===== src/hw/rtl/tsp_pkg.sv =====
// tsp_pkg: item types, command codes and helpers shared by the timer slot pool
`default_nettype none
package tsp_pkg;

  typedef enum logic [2:0] {
    OP_CREATE        = 3'd0,
    OP_REARM         = 3'd1,
    OP_REARM_TIMEOUT = 3'd2,
    OP_DISARM        = 3'd3,
    OP_DELETE        = 3'd4,
    OP_READ_COUNT    = 3'd5,
    OP_TICK          = 3'd6,
    OP_CALLBACK_DONE = 3'd7
  } opcode_t;

  typedef enum logic [1:0] {
    ST_OK        = 2'd0,
    ST_REJECTED  = 2'd1,
    ST_NO_SLOT   = 2'd2,
    ST_NOT_FOUND = 2'd3
  } status_t;

  // most fire items one tick may report
  localparam int MAX_FIRES = 32;
  localparam int FIRE_W    = 6;

  typedef struct packed {
    logic [2:0]  opcode;
    logic [31:0] handle;
    logic [31:0] timeout;
    logic        periodic;
    logic        arm_now;
  } in_item_t;

  typedef struct packed {
    logic [1:0]  status;
    logic [31:0] result_handle;
    logic [31:0] count;
    logic        fired;
    logic        last;
  } out_item_t;

  // classified command handed from front to back
  typedef struct packed {
    in_item_t item;
    logic     reject;
  } cmd_t;

  // wrapping handle counter step, never zero
  function automatic logic [31:0] handle_inc(input logic [31:0] h);
    logic [31:0] n;
    n = h + 32'd1;
    if (n == 32'd0) n = 32'd1;
    return n;
  endfunction

endpackage
`default_nettype wire


===== src/hw/rtl/tsp_front.sv =====
// tsp_front: input acceptance, fire_enable register and command classification
`default_nettype none
module tsp_front import tsp_pkg::*; (
  input  wire logic     clk,
  input  wire logic     rst_n,
  input  wire logic     in_valid,
  output logic          in_stall,
  input  wire in_item_t in_item,
  input  wire logic     cfg_we,
  input  wire logic     cfg_wdata,
  input  wire logic     q_full,
  output logic          q_push,
  output cmd_t          q_cmd
);

  logic fire_enable_r;

  // configuration register
  always_ff @(posedge clk) begin
    if (!rst_n) begin
      fire_enable_r <= 1'b0;
    end else if (cfg_we) begin
      fire_enable_r <= cfg_wdata;
    end
  end

  assign in_stall = q_full;
  assign q_push   = in_valid && !q_full;

  // refusals that need no slot state
  always_comb begin
    q_cmd.item   = in_item;
    q_cmd.reject = 1'b0;
    unique case (opcode_t'(in_item.opcode))
      OP_CREATE: begin
        q_cmd.reject = (in_item.timeout == 32'd0) || !fire_enable_r;
      end
      OP_TICK: begin
        q_cmd.reject = !fire_enable_r;
      end
      OP_REARM, OP_REARM_TIMEOUT: begin
        q_cmd.reject = (in_item.handle == 32'd0) || !fire_enable_r;
      end
      default: begin
        q_cmd.reject = (in_item.handle == 32'd0);
      end
    endcase
  end

endmodule
`default_nettype wire


===== src/hw/rtl/tsp_cmd_fifo.sv =====
// tsp_cmd_fifo: two-entry command queue between front and back
`default_nettype none
module tsp_cmd_fifo import tsp_pkg::*; (
  input  wire logic clk,
  input  wire logic rst_n,
  input  wire logic push,
  input  wire cmd_t push_cmd,
  input  wire logic pop,
  output cmd_t      pop_cmd,
  output logic      full,
  output logic      empty
);

  cmd_t       buf_r [2];
  logic       wp_r;
  logic       rp_r;
  logic [1:0] cnt_r;

  assign full    = (cnt_r == 2'd2);
  assign empty   = (cnt_r == 2'd0);
  assign pop_cmd = buf_r[rp_r];

  // pointers and fill level
  always_ff @(posedge clk) begin
    if (!rst_n) begin
      wp_r  <= 1'b0;
      rp_r  <= 1'b0;
      cnt_r <= 2'd0;
    end else begin
      if (push) wp_r <= ~wp_r;
      if (pop)  rp_r <= ~rp_r;
      if (push && !pop)      cnt_r <= cnt_r + 2'd1;
      else if (pop && !push) cnt_r <= cnt_r - 2'd1;
    end
  end

  // storage
  always_ff @(posedge clk) begin
    if (push) buf_r[wp_r] <= push_cmd;
  end

endmodule
`default_nettype wire


===== src/hw/rtl/tsp_engine.sv =====
// tsp_engine: slot store, slot walk sequencer and result register
`default_nettype none
module tsp_engine import tsp_pkg::*; #(
  parameter int SLOTS = 32
) (
  input  wire logic clk,
  input  wire logic rst_n,
  input  wire logic q_empty,
  input  wire cmd_t q_cmd,
  output logic      q_pop,
  output logic      out_valid,
  input  wire logic out_stall,
  output out_item_t out_item
);

  localparam int IW = (SLOTS > 1) ? $clog2(SLOTS) : 1;
  localparam int CW = $clog2(SLOTS + 1);

  typedef enum logic [1:0] {S_IDLE, S_WALK, S_FIN, S_EMIT} state_t;

  state_t      state_r, state_nxt;
  cmd_t        cmd_r, cmd_nxt;
  logic [31:0] counter_r, counter_nxt;
  logic [31:0] cand_r, cand_nxt;
  logic [CW-1:0] rd_idx_r, rd_idx_nxt;
  logic        p_valid_r, p_valid_nxt;
  logic [IW-1:0] p_idx_r, p_idx_nxt;
  logic        found_r, found_nxt;
  logic [IW-1:0] pos_r, pos_nxt;
  logic [31:0] rel_cap_r, rel_cap_nxt;
  logic [31:0] cnt_cap_r, cnt_cap_nxt;
  logic        free_found_r, free_found_nxt;
  logic [IW-1:0] free_pos_r, free_pos_nxt;
  logic        pend_r, pend_nxt;
  logic [31:0] pend_h_r, pend_h_nxt;
  logic [FIRE_W-1:0] n_r, n_nxt;
  out_item_t   res_r, res_nxt;
  logic        out_valid_r, out_valid_nxt;
  out_item_t   out_item_r, out_item_nxt;
  logic [SLOTS-1:0] used_r, used_nxt;
  logic [SLOTS-1:0] active_r, active_nxt;
  logic [SLOTS-1:0] repeat_r, repeat_nxt;
  logic [SLOTS-1:0] incb_r, incb_nxt;

  // slot memories, one read address shared
  logic [31:0] hmem [SLOTS];
  logic [31:0] rmem [SLOTS];
  logic [31:0] cmem [SLOTS];
  logic [31:0] hq, rq, cq;
  logic        fetch;
  logic        we_h, we_r, we_c;
  logic [IW-1:0] wa;
  logic [31:0] wd_h, wd_r, wd_c;

  logic        out_free;
  logic        ld;
  out_item_t   ld_data;
  logic        hold;
  logic        fire_here;
  logic        is_tick;
  logic [31:0] key;
  logic        hit;

  assign out_valid = out_valid_r;
  assign out_item  = out_item_r;
  assign out_free  = !out_valid_r || !out_stall;
  assign is_tick   = (opcode_t'(cmd_r.item.opcode) == OP_TICK);
  assign key       = (opcode_t'(cmd_r.item.opcode) == OP_CREATE) ? cand_r : cmd_r.item.handle;
  assign hit       = used_r[p_idx_r] && (hq == key);
  assign fire_here = is_tick && p_valid_r && used_r[p_idx_r] && active_r[p_idx_r] &&
                     (cq == 32'd0) && (n_r < FIRE_W'(MAX_FIRES));
  // a second fire waits while the older pending item cannot leave
  assign hold      = fire_here && pend_r && !out_free;

  always_ff @(posedge clk) begin
    if (fetch) begin
      hq <= hmem[rd_idx_r[IW-1:0]];
      rq <= rmem[rd_idx_r[IW-1:0]];
      cq <= cmem[rd_idx_r[IW-1:0]];
    end
    if (we_h) hmem[wa] <= wd_h;
    if (we_r) rmem[wa] <= wd_r;
    if (we_c) cmem[wa] <= wd_c;
  end

  // sequencer next state
  always_comb begin
    state_nxt      = state_r;
    cmd_nxt        = cmd_r;
    counter_nxt    = counter_r;
    cand_nxt       = cand_r;
    rd_idx_nxt     = rd_idx_r;
    p_valid_nxt    = p_valid_r;
    p_idx_nxt      = p_idx_r;
    found_nxt      = found_r;
    pos_nxt        = pos_r;
    rel_cap_nxt    = rel_cap_r;
    cnt_cap_nxt    = cnt_cap_r;
    free_found_nxt = free_found_r;
    free_pos_nxt   = free_pos_r;
    pend_nxt       = pend_r;
    pend_h_nxt     = pend_h_r;
    n_nxt          = n_r;
    res_nxt        = res_r;
    used_nxt       = used_r;
    active_nxt     = active_r;
    repeat_nxt     = repeat_r;
    incb_nxt       = incb_r;
    q_pop          = 1'b0;
    fetch          = 1'b0;
    we_h           = 1'b0;
    we_r           = 1'b0;
    we_c           = 1'b0;
    wa             = p_idx_r;
    wd_h           = cand_r;
    wd_r           = cmd_r.item.timeout;
    wd_c           = 32'd0;
    ld             = 1'b0;
    ld_data        = res_r;

    unique case (state_r)
      S_IDLE: begin
        if (!q_empty) begin
          q_pop          = 1'b1;
          cmd_nxt        = q_cmd;
          rd_idx_nxt     = '0;
          p_valid_nxt    = 1'b0;
          found_nxt      = 1'b0;
          free_found_nxt = 1'b0;
          pend_nxt       = 1'b0;
          n_nxt          = '0;
          cand_nxt       = handle_inc(counter_r);
          if (q_cmd.reject) begin
            res_nxt   = '{ST_REJECTED, 32'd0, 32'd0, 1'b0, 1'b1};
            state_nxt = S_EMIT;
          end else begin
            state_nxt = S_WALK;
          end
        end
      end

      S_WALK: begin
        if (!hold) begin
          // slot in the compare stage
          if (p_valid_r) begin
            if (is_tick) begin
              if (used_r[p_idx_r] && active_r[p_idx_r]) begin
                if (cq != 32'd0) begin
                  we_c = 1'b1;
                  wd_c = cq - 32'd1;
                end else if (fire_here) begin
                  we_c = 1'b1;
                  if (repeat_r[p_idx_r]) begin
                    wd_c              = rq;
                    incb_nxt[p_idx_r] = 1'b0;
                  end else begin
                    wd_c                = 32'hFFFF_FFFF;
                    active_nxt[p_idx_r] = 1'b0;
                    incb_nxt[p_idx_r]   = 1'b1;
                  end
                  if (pend_r) begin
                    ld      = 1'b1;
                    ld_data = '{ST_OK, pend_h_r, 32'd0, 1'b1, 1'b0};
                  end
                  pend_nxt   = 1'b1;
                  pend_h_nxt = hq;
                  n_nxt      = n_r + FIRE_W'(1);
                end
              end
            end else begin
              if (hit && !found_r) begin
                found_nxt   = 1'b1;
                pos_nxt     = p_idx_r;
                rel_cap_nxt = rq;
                cnt_cap_nxt = cq;
              end
              if (!used_r[p_idx_r] && !free_found_r) begin
                free_found_nxt = 1'b1;
                free_pos_nxt   = p_idx_r;
              end
            end
          end
          // next slot read
          if (rd_idx_r != CW'(SLOTS)) begin
            fetch       = 1'b1;
            p_valid_nxt = 1'b1;
            p_idx_nxt   = rd_idx_r[IW-1:0];
            rd_idx_nxt  = rd_idx_r + CW'(1);
          end else begin
            p_valid_nxt = 1'b0;
            if (!p_valid_r) state_nxt = S_FIN;
          end
        end
      end

      S_FIN: begin
        state_nxt = S_EMIT;
        res_nxt   = '{ST_OK, 32'd0, 32'd0, 1'b0, 1'b1};
        wa        = pos_r;
        unique case (opcode_t'(cmd_r.item.opcode))
          OP_CREATE: begin
            counter_nxt = cand_r;
            if (found_r) begin
              // handle in use, try the next one
              cand_nxt       = handle_inc(cand_r);
              rd_idx_nxt     = '0;
              p_valid_nxt    = 1'b0;
              found_nxt      = 1'b0;
              free_found_nxt = 1'b0;
              state_nxt      = S_WALK;
            end else if (!free_found_r) begin
              res_nxt.status = ST_NO_SLOT;
            end else begin
              wa                     = free_pos_r;
              we_h                   = 1'b1;
              we_r                   = 1'b1;
              we_c                   = 1'b1;
              wd_c                   = cmd_r.item.arm_now ? cmd_r.item.timeout : 32'd0;
              used_nxt[free_pos_r]   = 1'b1;
              active_nxt[free_pos_r] = cmd_r.item.arm_now;
              repeat_nxt[free_pos_r] = cmd_r.item.periodic;
              incb_nxt[free_pos_r]   = 1'b0;
              res_nxt.result_handle  = cand_r;
            end
          end
          OP_TICK: begin
            if (pend_r) res_nxt = '{ST_OK, pend_h_r, 32'd0, 1'b1, 1'b1};
          end
          default: begin
            if (!found_r) begin
              res_nxt.status = ST_NOT_FOUND;
            end else begin
              unique case (opcode_t'(cmd_r.item.opcode))
                OP_REARM_TIMEOUT: begin
                  we_r              = 1'b1;
                  we_c              = 1'b1;
                  wd_c              = cmd_r.item.timeout;
                  active_nxt[pos_r] = 1'b1;
                end
                OP_REARM: begin
                  we_c              = 1'b1;
                  wd_c              = rel_cap_r;
                  active_nxt[pos_r] = 1'b1;
                end
                OP_DISARM: begin
                  active_nxt[pos_r] = 1'b0;
                end
                OP_DELETE: begin
                  used_nxt[pos_r]   = 1'b0;
                  active_nxt[pos_r] = 1'b0;
                  repeat_nxt[pos_r] = 1'b0;
                  incb_nxt[pos_r]   = 1'b0;
                end
                OP_READ_COUNT: begin
                  res_nxt.count = cnt_cap_r;
                end
                default: begin
                  incb_nxt[pos_r] = 1'b0;
                  if (!active_r[pos_r] && !repeat_r[pos_r]) begin
                    used_nxt[pos_r]   = 1'b0;
                    repeat_nxt[pos_r] = 1'b0;
                  end
                end
              endcase
            end
          end
        endcase
      end

      S_EMIT: begin
        if (out_free) begin
          ld        = 1'b1;
          ld_data   = res_r;
          state_nxt = S_IDLE;
        end
      end

      default: begin
        state_nxt = S_IDLE;
      end
    endcase

    // result register
    if (ld)             out_valid_nxt = 1'b1;
    else if (out_stall) out_valid_nxt = out_valid_r;
    else                out_valid_nxt = 1'b0;
    out_item_nxt = ld ? ld_data : out_item_r;
  end

  // state and registered outputs
  always_ff @(posedge clk) begin
    if (!rst_n) begin
      state_r      <= S_IDLE;
      counter_r    <= 32'd0;
      p_valid_r    <= 1'b0;
      pend_r       <= 1'b0;
      out_valid_r  <= 1'b0;
      used_r       <= '0;
      active_r     <= '0;
      repeat_r     <= '0;
      incb_r       <= '0;
    end else begin
      state_r      <= state_nxt;
      counter_r    <= counter_nxt;
      p_valid_r    <= p_valid_nxt;
      pend_r       <= pend_nxt;
      out_valid_r  <= out_valid_nxt;
      used_r       <= used_nxt;
      active_r     <= active_nxt;
      repeat_r     <= repeat_nxt;
      incb_r       <= incb_nxt;
    end
    cmd_r        <= cmd_nxt;
    cand_r       <= cand_nxt;
    rd_idx_r     <= rd_idx_nxt;
    p_idx_r      <= p_idx_nxt;
    found_r      <= found_nxt;
    pos_r        <= pos_nxt;
    rel_cap_r    <= rel_cap_nxt;
    cnt_cap_r    <= cnt_cap_nxt;
    free_found_r <= free_found_nxt;
    free_pos_r   <= free_pos_nxt;
    pend_h_r     <= pend_h_nxt;
    n_r          <= n_nxt;
    res_r        <= res_nxt;
    out_item_r   <= out_item_nxt;
  end

endmodule
`default_nettype wire


===== src/hw/rtl/timer_slot_pool.sv =====
// timer_slot_pool: top level of the timer slot pool
//
//  channel | direction | handshake            | payload
//  in_     | input     | in_valid / in_stall   | in_item (in_item_t)
//  out_    | output    | out_valid / out_stall | out_item (out_item_t)
//  cfg_    | input     | cfg_we                | cfg_wdata (fire_enable)
//
// every non-refused command walks all SLOTS entries of the slot memory, one slot
// a cycle while the walk is not stalled; a refused command skips the walk
// a create repeats the walk once for each generated handle already in use
// a tick stalls its walk while a fire item waits on a stalled output
// synchronous active-low reset clears all slots at once, no clearing pass
// the two-entry command queue keeps accepting items while the back part works, until it is full
`default_nettype none
module timer_slot_pool import tsp_pkg::*; #(
  parameter int SLOTS = 32
) (
  input  wire logic     clk,
  input  wire logic     rst_n,
  input  wire logic     in_valid,
  output logic          in_stall,
  input  wire in_item_t in_item,
  output logic          out_valid,
  input  wire logic     out_stall,
  output out_item_t     out_item,
  input  wire logic     cfg_we,
  input  wire logic     cfg_wdata
);

  logic q_full, q_empty, q_push, q_pop;
  cmd_t q_in_cmd, q_out_cmd;

  // accept and classify
  tsp_front u_front (
    .clk       (clk),
    .rst_n     (rst_n),
    .in_valid  (in_valid),
    .in_stall  (in_stall),
    .in_item   (in_item),
    .cfg_we    (cfg_we),
    .cfg_wdata (cfg_wdata),
    .q_full    (q_full),
    .q_push    (q_push),
    .q_cmd     (q_in_cmd)
  );

  // command queue
  tsp_cmd_fifo u_fifo (
    .clk      (clk),
    .rst_n    (rst_n),
    .push     (q_push),
    .push_cmd (q_in_cmd),
    .pop      (q_pop),
    .pop_cmd  (q_out_cmd),
    .full     (q_full),
    .empty    (q_empty)
  );

  // slot engine
  tsp_engine #(.SLOTS(SLOTS)) u_engine (
    .clk       (clk),
    .rst_n     (rst_n),
    .q_empty   (q_empty),
    .q_cmd     (q_out_cmd),
    .q_pop     (q_pop),
    .out_valid (out_valid),
    .out_stall (out_stall),
    .out_item  (out_item)
  );

endmodule
`default_nettype wire


===== config.mk =====
export PLATFORM = sky130hd
export DESIGN_NAME = timer_slot_pool
export DESIGN_NICKNAME = d
export VERILOG_FILES = /design/src/hw/rtl/tsp_pkg.sv /design/src/hw/rtl/tsp_front.sv /design/src/hw/rtl/tsp_cmd_fifo.sv /design/src/hw/rtl/tsp_engine.sv /design/src/hw/rtl/timer_slot_pool.sv
export SDC_FILE = /design/constraint.sdc
export NUM_CORES = 2
export LEC_CHECK = 0
export ABC_AREA = 1
export BUFFER_PORTS_ARGS = -buffer_cell sky130_fd_sc_hd__buf_2
export CAP_MARGIN = 20
export CORE_UTILIZATION = 45
export CTS_BUF_LIST = sky130_fd_sc_hd__clkbuf_8
export DETAILED_ROUTE_END_ITERATION = 7
export GPL_TIMING_DRIVEN = 0
export SLEW_MARGIN = 0
export SYNTH_ARGS = -nofsm -noshare
export SYNTH_HDL_FRONTEND = slang
export SYNTH_SLANG_ARGS = --single-unit

===== constraint.sdc =====
create_clock -name clk -period 12.8 [get_ports clk]
set_clock_uncertainty 0.2 [all_clocks]
set_input_delay 0.64 -clock clk [delete_from_list [all_inputs] [get_ports clk]]
set_output_delay 0.64 -clock clk [all_outputs]
set_load 0.005 [all_outputs]

==> flow_metrics.py <==
metrics = {
    "routing": {
        "wl_met3_mm": 71.6,
        "route.met2.wl_mm": 274,
        "wirelength_met1_mm": 226,
        "drt-pass1-iter-count": 8,
        "wirelength_mm": 611,
        "drc": 0,
        "avgViaCountPerCell": 6.15,
        "via_count": 115000,
        "avgRoutedWirePerCell_um": 32.6,
        "ant_nets": 0,
        "drtIter0Drc": 17300,
        "highest_layer": "met5",
    },
    "critical_path": {
        "critPathMaxFanout": 15,
        "r2r_slack_ps": 6640,
        "crit_chain": "buf_2 -> buf_2 -> buf_2 -> buf_2 -> buf_2 -> clkbuf_1 -> nor2_1 -> o22ai_1 -> nand2_1 -> nand3_1 -> a211oi_1 -> a21oi_1",
        "startpoint_type": "register",
        "r2r-start": "u_engine.rd_idx_r[0]",
        "crit_family": "buffers and inverters",
        "r2r-end": "u_engine.hq[0]",
        "worst-path-buf-inv": 6,
        "crit_type": "reg2reg",
        "critPathLaunch": "u_engine.rd_idx_r[0]",
        "cpPeakStageDelay_ps": 950,
        "end_kind": "register",
        "cpMaxStageDelayCell": "buf_2",
        "crit_arrival_ps": 6820,
        "crit_required_ps": 13470,
        "worst-r2r-cell-count": 12,
        "cp_common_cell": "buf_2",
    },
    "logic_synthesis": {
        "syn_inst": 12400,
        "ys_types": 63,
        "syn_area_sq_um": 154000,
        "synth_edf_count": 3669,
        "avgSynthCellArea_sq_um": 12.4,
        "synth-seq-cells": 3808,
        "ys.flop_type": "edfxtp_1",
        "ys_warn_count": 0,
        "synth.yosys.seq_area_share": 0.732,
        "syn-num-nets": 12500,
        "synthArstFlopShare": 0,
    },
    "power_and_ir_drop": {
        "p_total_mw": 41.9,
        "p_int_mw": 24.4,
        "switching_share": 0.419,
        "power_switching_mw": 17.6,
        "pwr-share-clk": 0.239,
        "leakagePower_nw": 61.2,
        "combinationalPowerShare": 0.368,
        "vdd_drop_max_mv": 0.162,
        "seqPwrFrac": 0.394,
        "power.density_nw_per_um2": 232,
    },
    "clock_tree": {
        "clock-root-buffer": "clkbuf_8",
        "h-tree-depth": 6,
        "cts.clk_slew.worst_paths_ps": 60,
        "post_cts_buffers": 0,
        "cts_buffers": 630,
        "cts_buffer_depth": 4,
        "clock_sinks": 3808,
        "cts_tree": "built",
        "insertion_delay_ps": 1220,
    },
    "timing": {
        "setup_ws_ps": 6640,
        "final-setup-viol-count": 0,
        "slew-limit-headroom": 0.0981,
        "tightest_slew_ps": 1350,
        "whs_ps": 106,
        "hold_viol_final": 0,
        "period_share": 0.481,
        "fin_crit_ps": 6160,
        "rsz0062_at_grt": "no",
        "slew_viol_final": 0,
        "fmax_mhz": 162,
    },
    "job": {
        "cap_violations": 0,
    },
    "hold_path": {
        "worst_hold_path_type": "in2reg",
        "min-delay-start": "in_item[0]",
        "min_path_cells": 2,
        "worstHoldEndpoint": "u_fifo.buf_r[0][1]",
    },
    "die": {
        "rows": 214,
        "die_area_sq_um": 345000,
        "die_w_um": 588,
        "core_area_sq_um": 341000,
        "pin_count": 145,
        "die_h_um": 588,
        "start_util": 0.453,
    },
    "run_status": {
        "outcome": "complete, no violations",
    },
    "place": {
        "gp_congestion": 0.955,
        "hpwl_mm": 441,
        "place_ws_ps": 6950,
        "portBuffers": 143,
        "placedCellCount": 17400,
    },
    "cells_and_area": {
        "fin_nets": 13800,
        "syn2layout_area_growth_pct": 17.2,
        "layout_commonest_cell": "edfxtp_1",
        "final_cells": 18800,
        "drive_above_1_share": 0.113,
        "final_cell_mix": "edfxtp_1, nor2_1, o21ai_0",
        "nFillCells": 29000,
    },
    "global_routing": {
        "track_usage": 0.344,
        "overflow": 0,
        "grt_pass1_wl_mm": 835,
        "grt_max_degree": 72,
        "grt_pass1_vias": 109000,
        "grt_antenna_before_repair": 55,
    },
}
[synth_stat cells, drive strengths merged, types with 115 or more instances]
master / count / area [sq um]
dfxtp: 139 / 2780
nor2: 2130 / 8070
nand2: 1110 / 4200
buf: 143 / 776
a21oi: 348 / 1750
clkbuf: 667 / 2500
o22ai: 784 / 4900
a221oi: 143 / 1250
o21ai: 1776 / 8890
nand3: 268 / 1380
nand4: 124 / 791
inv: 548 / 2060
a211oi: 115 / 863
edfxtp: 3669 / 110000
[logic make-up after synthesis]
logic type               Yosys count  share of synthesized area
AO/OA/AOI/OAI                   3349                      0.124
XOR/XNOR                          83                    0.00471
adder cells (fa/ha/maj)           12                   0.000973
buffers and inverters           1365                     0.0348
flip-flops                      3808                      0.732
multiplexers                      74                    0.00536
AND/OR/NAND/NOR                 3758                     0.0981
[cell type report]
cell class                      instances  area (sq um)  share of cell area
Inverter                              555          2090              0.0116
Multi-Input combinational cell       7276         36900               0.204
Antenna cell                           60           150            0.000830
Clock buffer                          646          8890              0.0491
Tap cell                             4536          5680              0.0314
Clock inverter                        477          2520              0.0139
Sequential cell                      3808        113000               0.624
Timing Repair Buffer                  589          8440              0.0466
Buffer                                810          3330              0.0184
[power groups by stage]
stage,combinational (mW),sequential [mW],clock (mW)
floorplan,6.86,16.5,0
global placement,12.9,17.5,0
detailed placement,14.6,16.8,0
CTS,14.7,16.6,10.0
global route,15.9,16.5,10.6
finish,15.4,16.5,10.0
[worst max path at each step]
| stage | endpoint | depth (start not counted) |
|---|---|---|
| after floorplan | u_engine.cnt_cap_r[0] | 11 |
| after global placement | u_engine.rel_cap_r[7] | 8 |
| after detailed placement | u_engine.hq[0] | 12 |
| after CTS | u_engine.hq[0] | 12 |
| after global routing | u_engine.hq[2] | 12 |
| final | u_engine.hq[0] | 12 |
[routing by layer]
layer / track usage / vias to the layer above
met4: 0.206 / 24
met3: 0.0929 / 1555
met5: 0.00424 / -
met2: 0.525 / 7849
met1: 0.440 / 57500
li1: - / 48400
[repair_timing]
action	in CTS	in global routing
endpoints found under the hold margin	278	0
setup endpoints to repair	0	0
hold buffers	144	0
resized for setup	0	0
[registers in the layout (all words and copies together) (netlist names), 37 cells and up, named ones only]
signal,count
u_engine.rmem,1024
u_engine.cmd_r,37
u_engine.cmem,1024
u_engine.hmem,1024
u_fifo.buf_r,140
u_engine.res_r,67
u_engine.out_item,68
[per-stage QoR]
step / TNS [ps] / cell area [sq um] / utilization
after floorplan: 0 / 154000 / -
after global placement: -46580 / 161000 / 0.472
after detailed placement: 0 / 167000 / 0.492
after CTS: 0 / 180000 / 0.529
after global routing: 0 / 181000 / 0.531
final: 0 / 181000 / 0.531
Note: power is estimated with default switching activity, not from simulation.
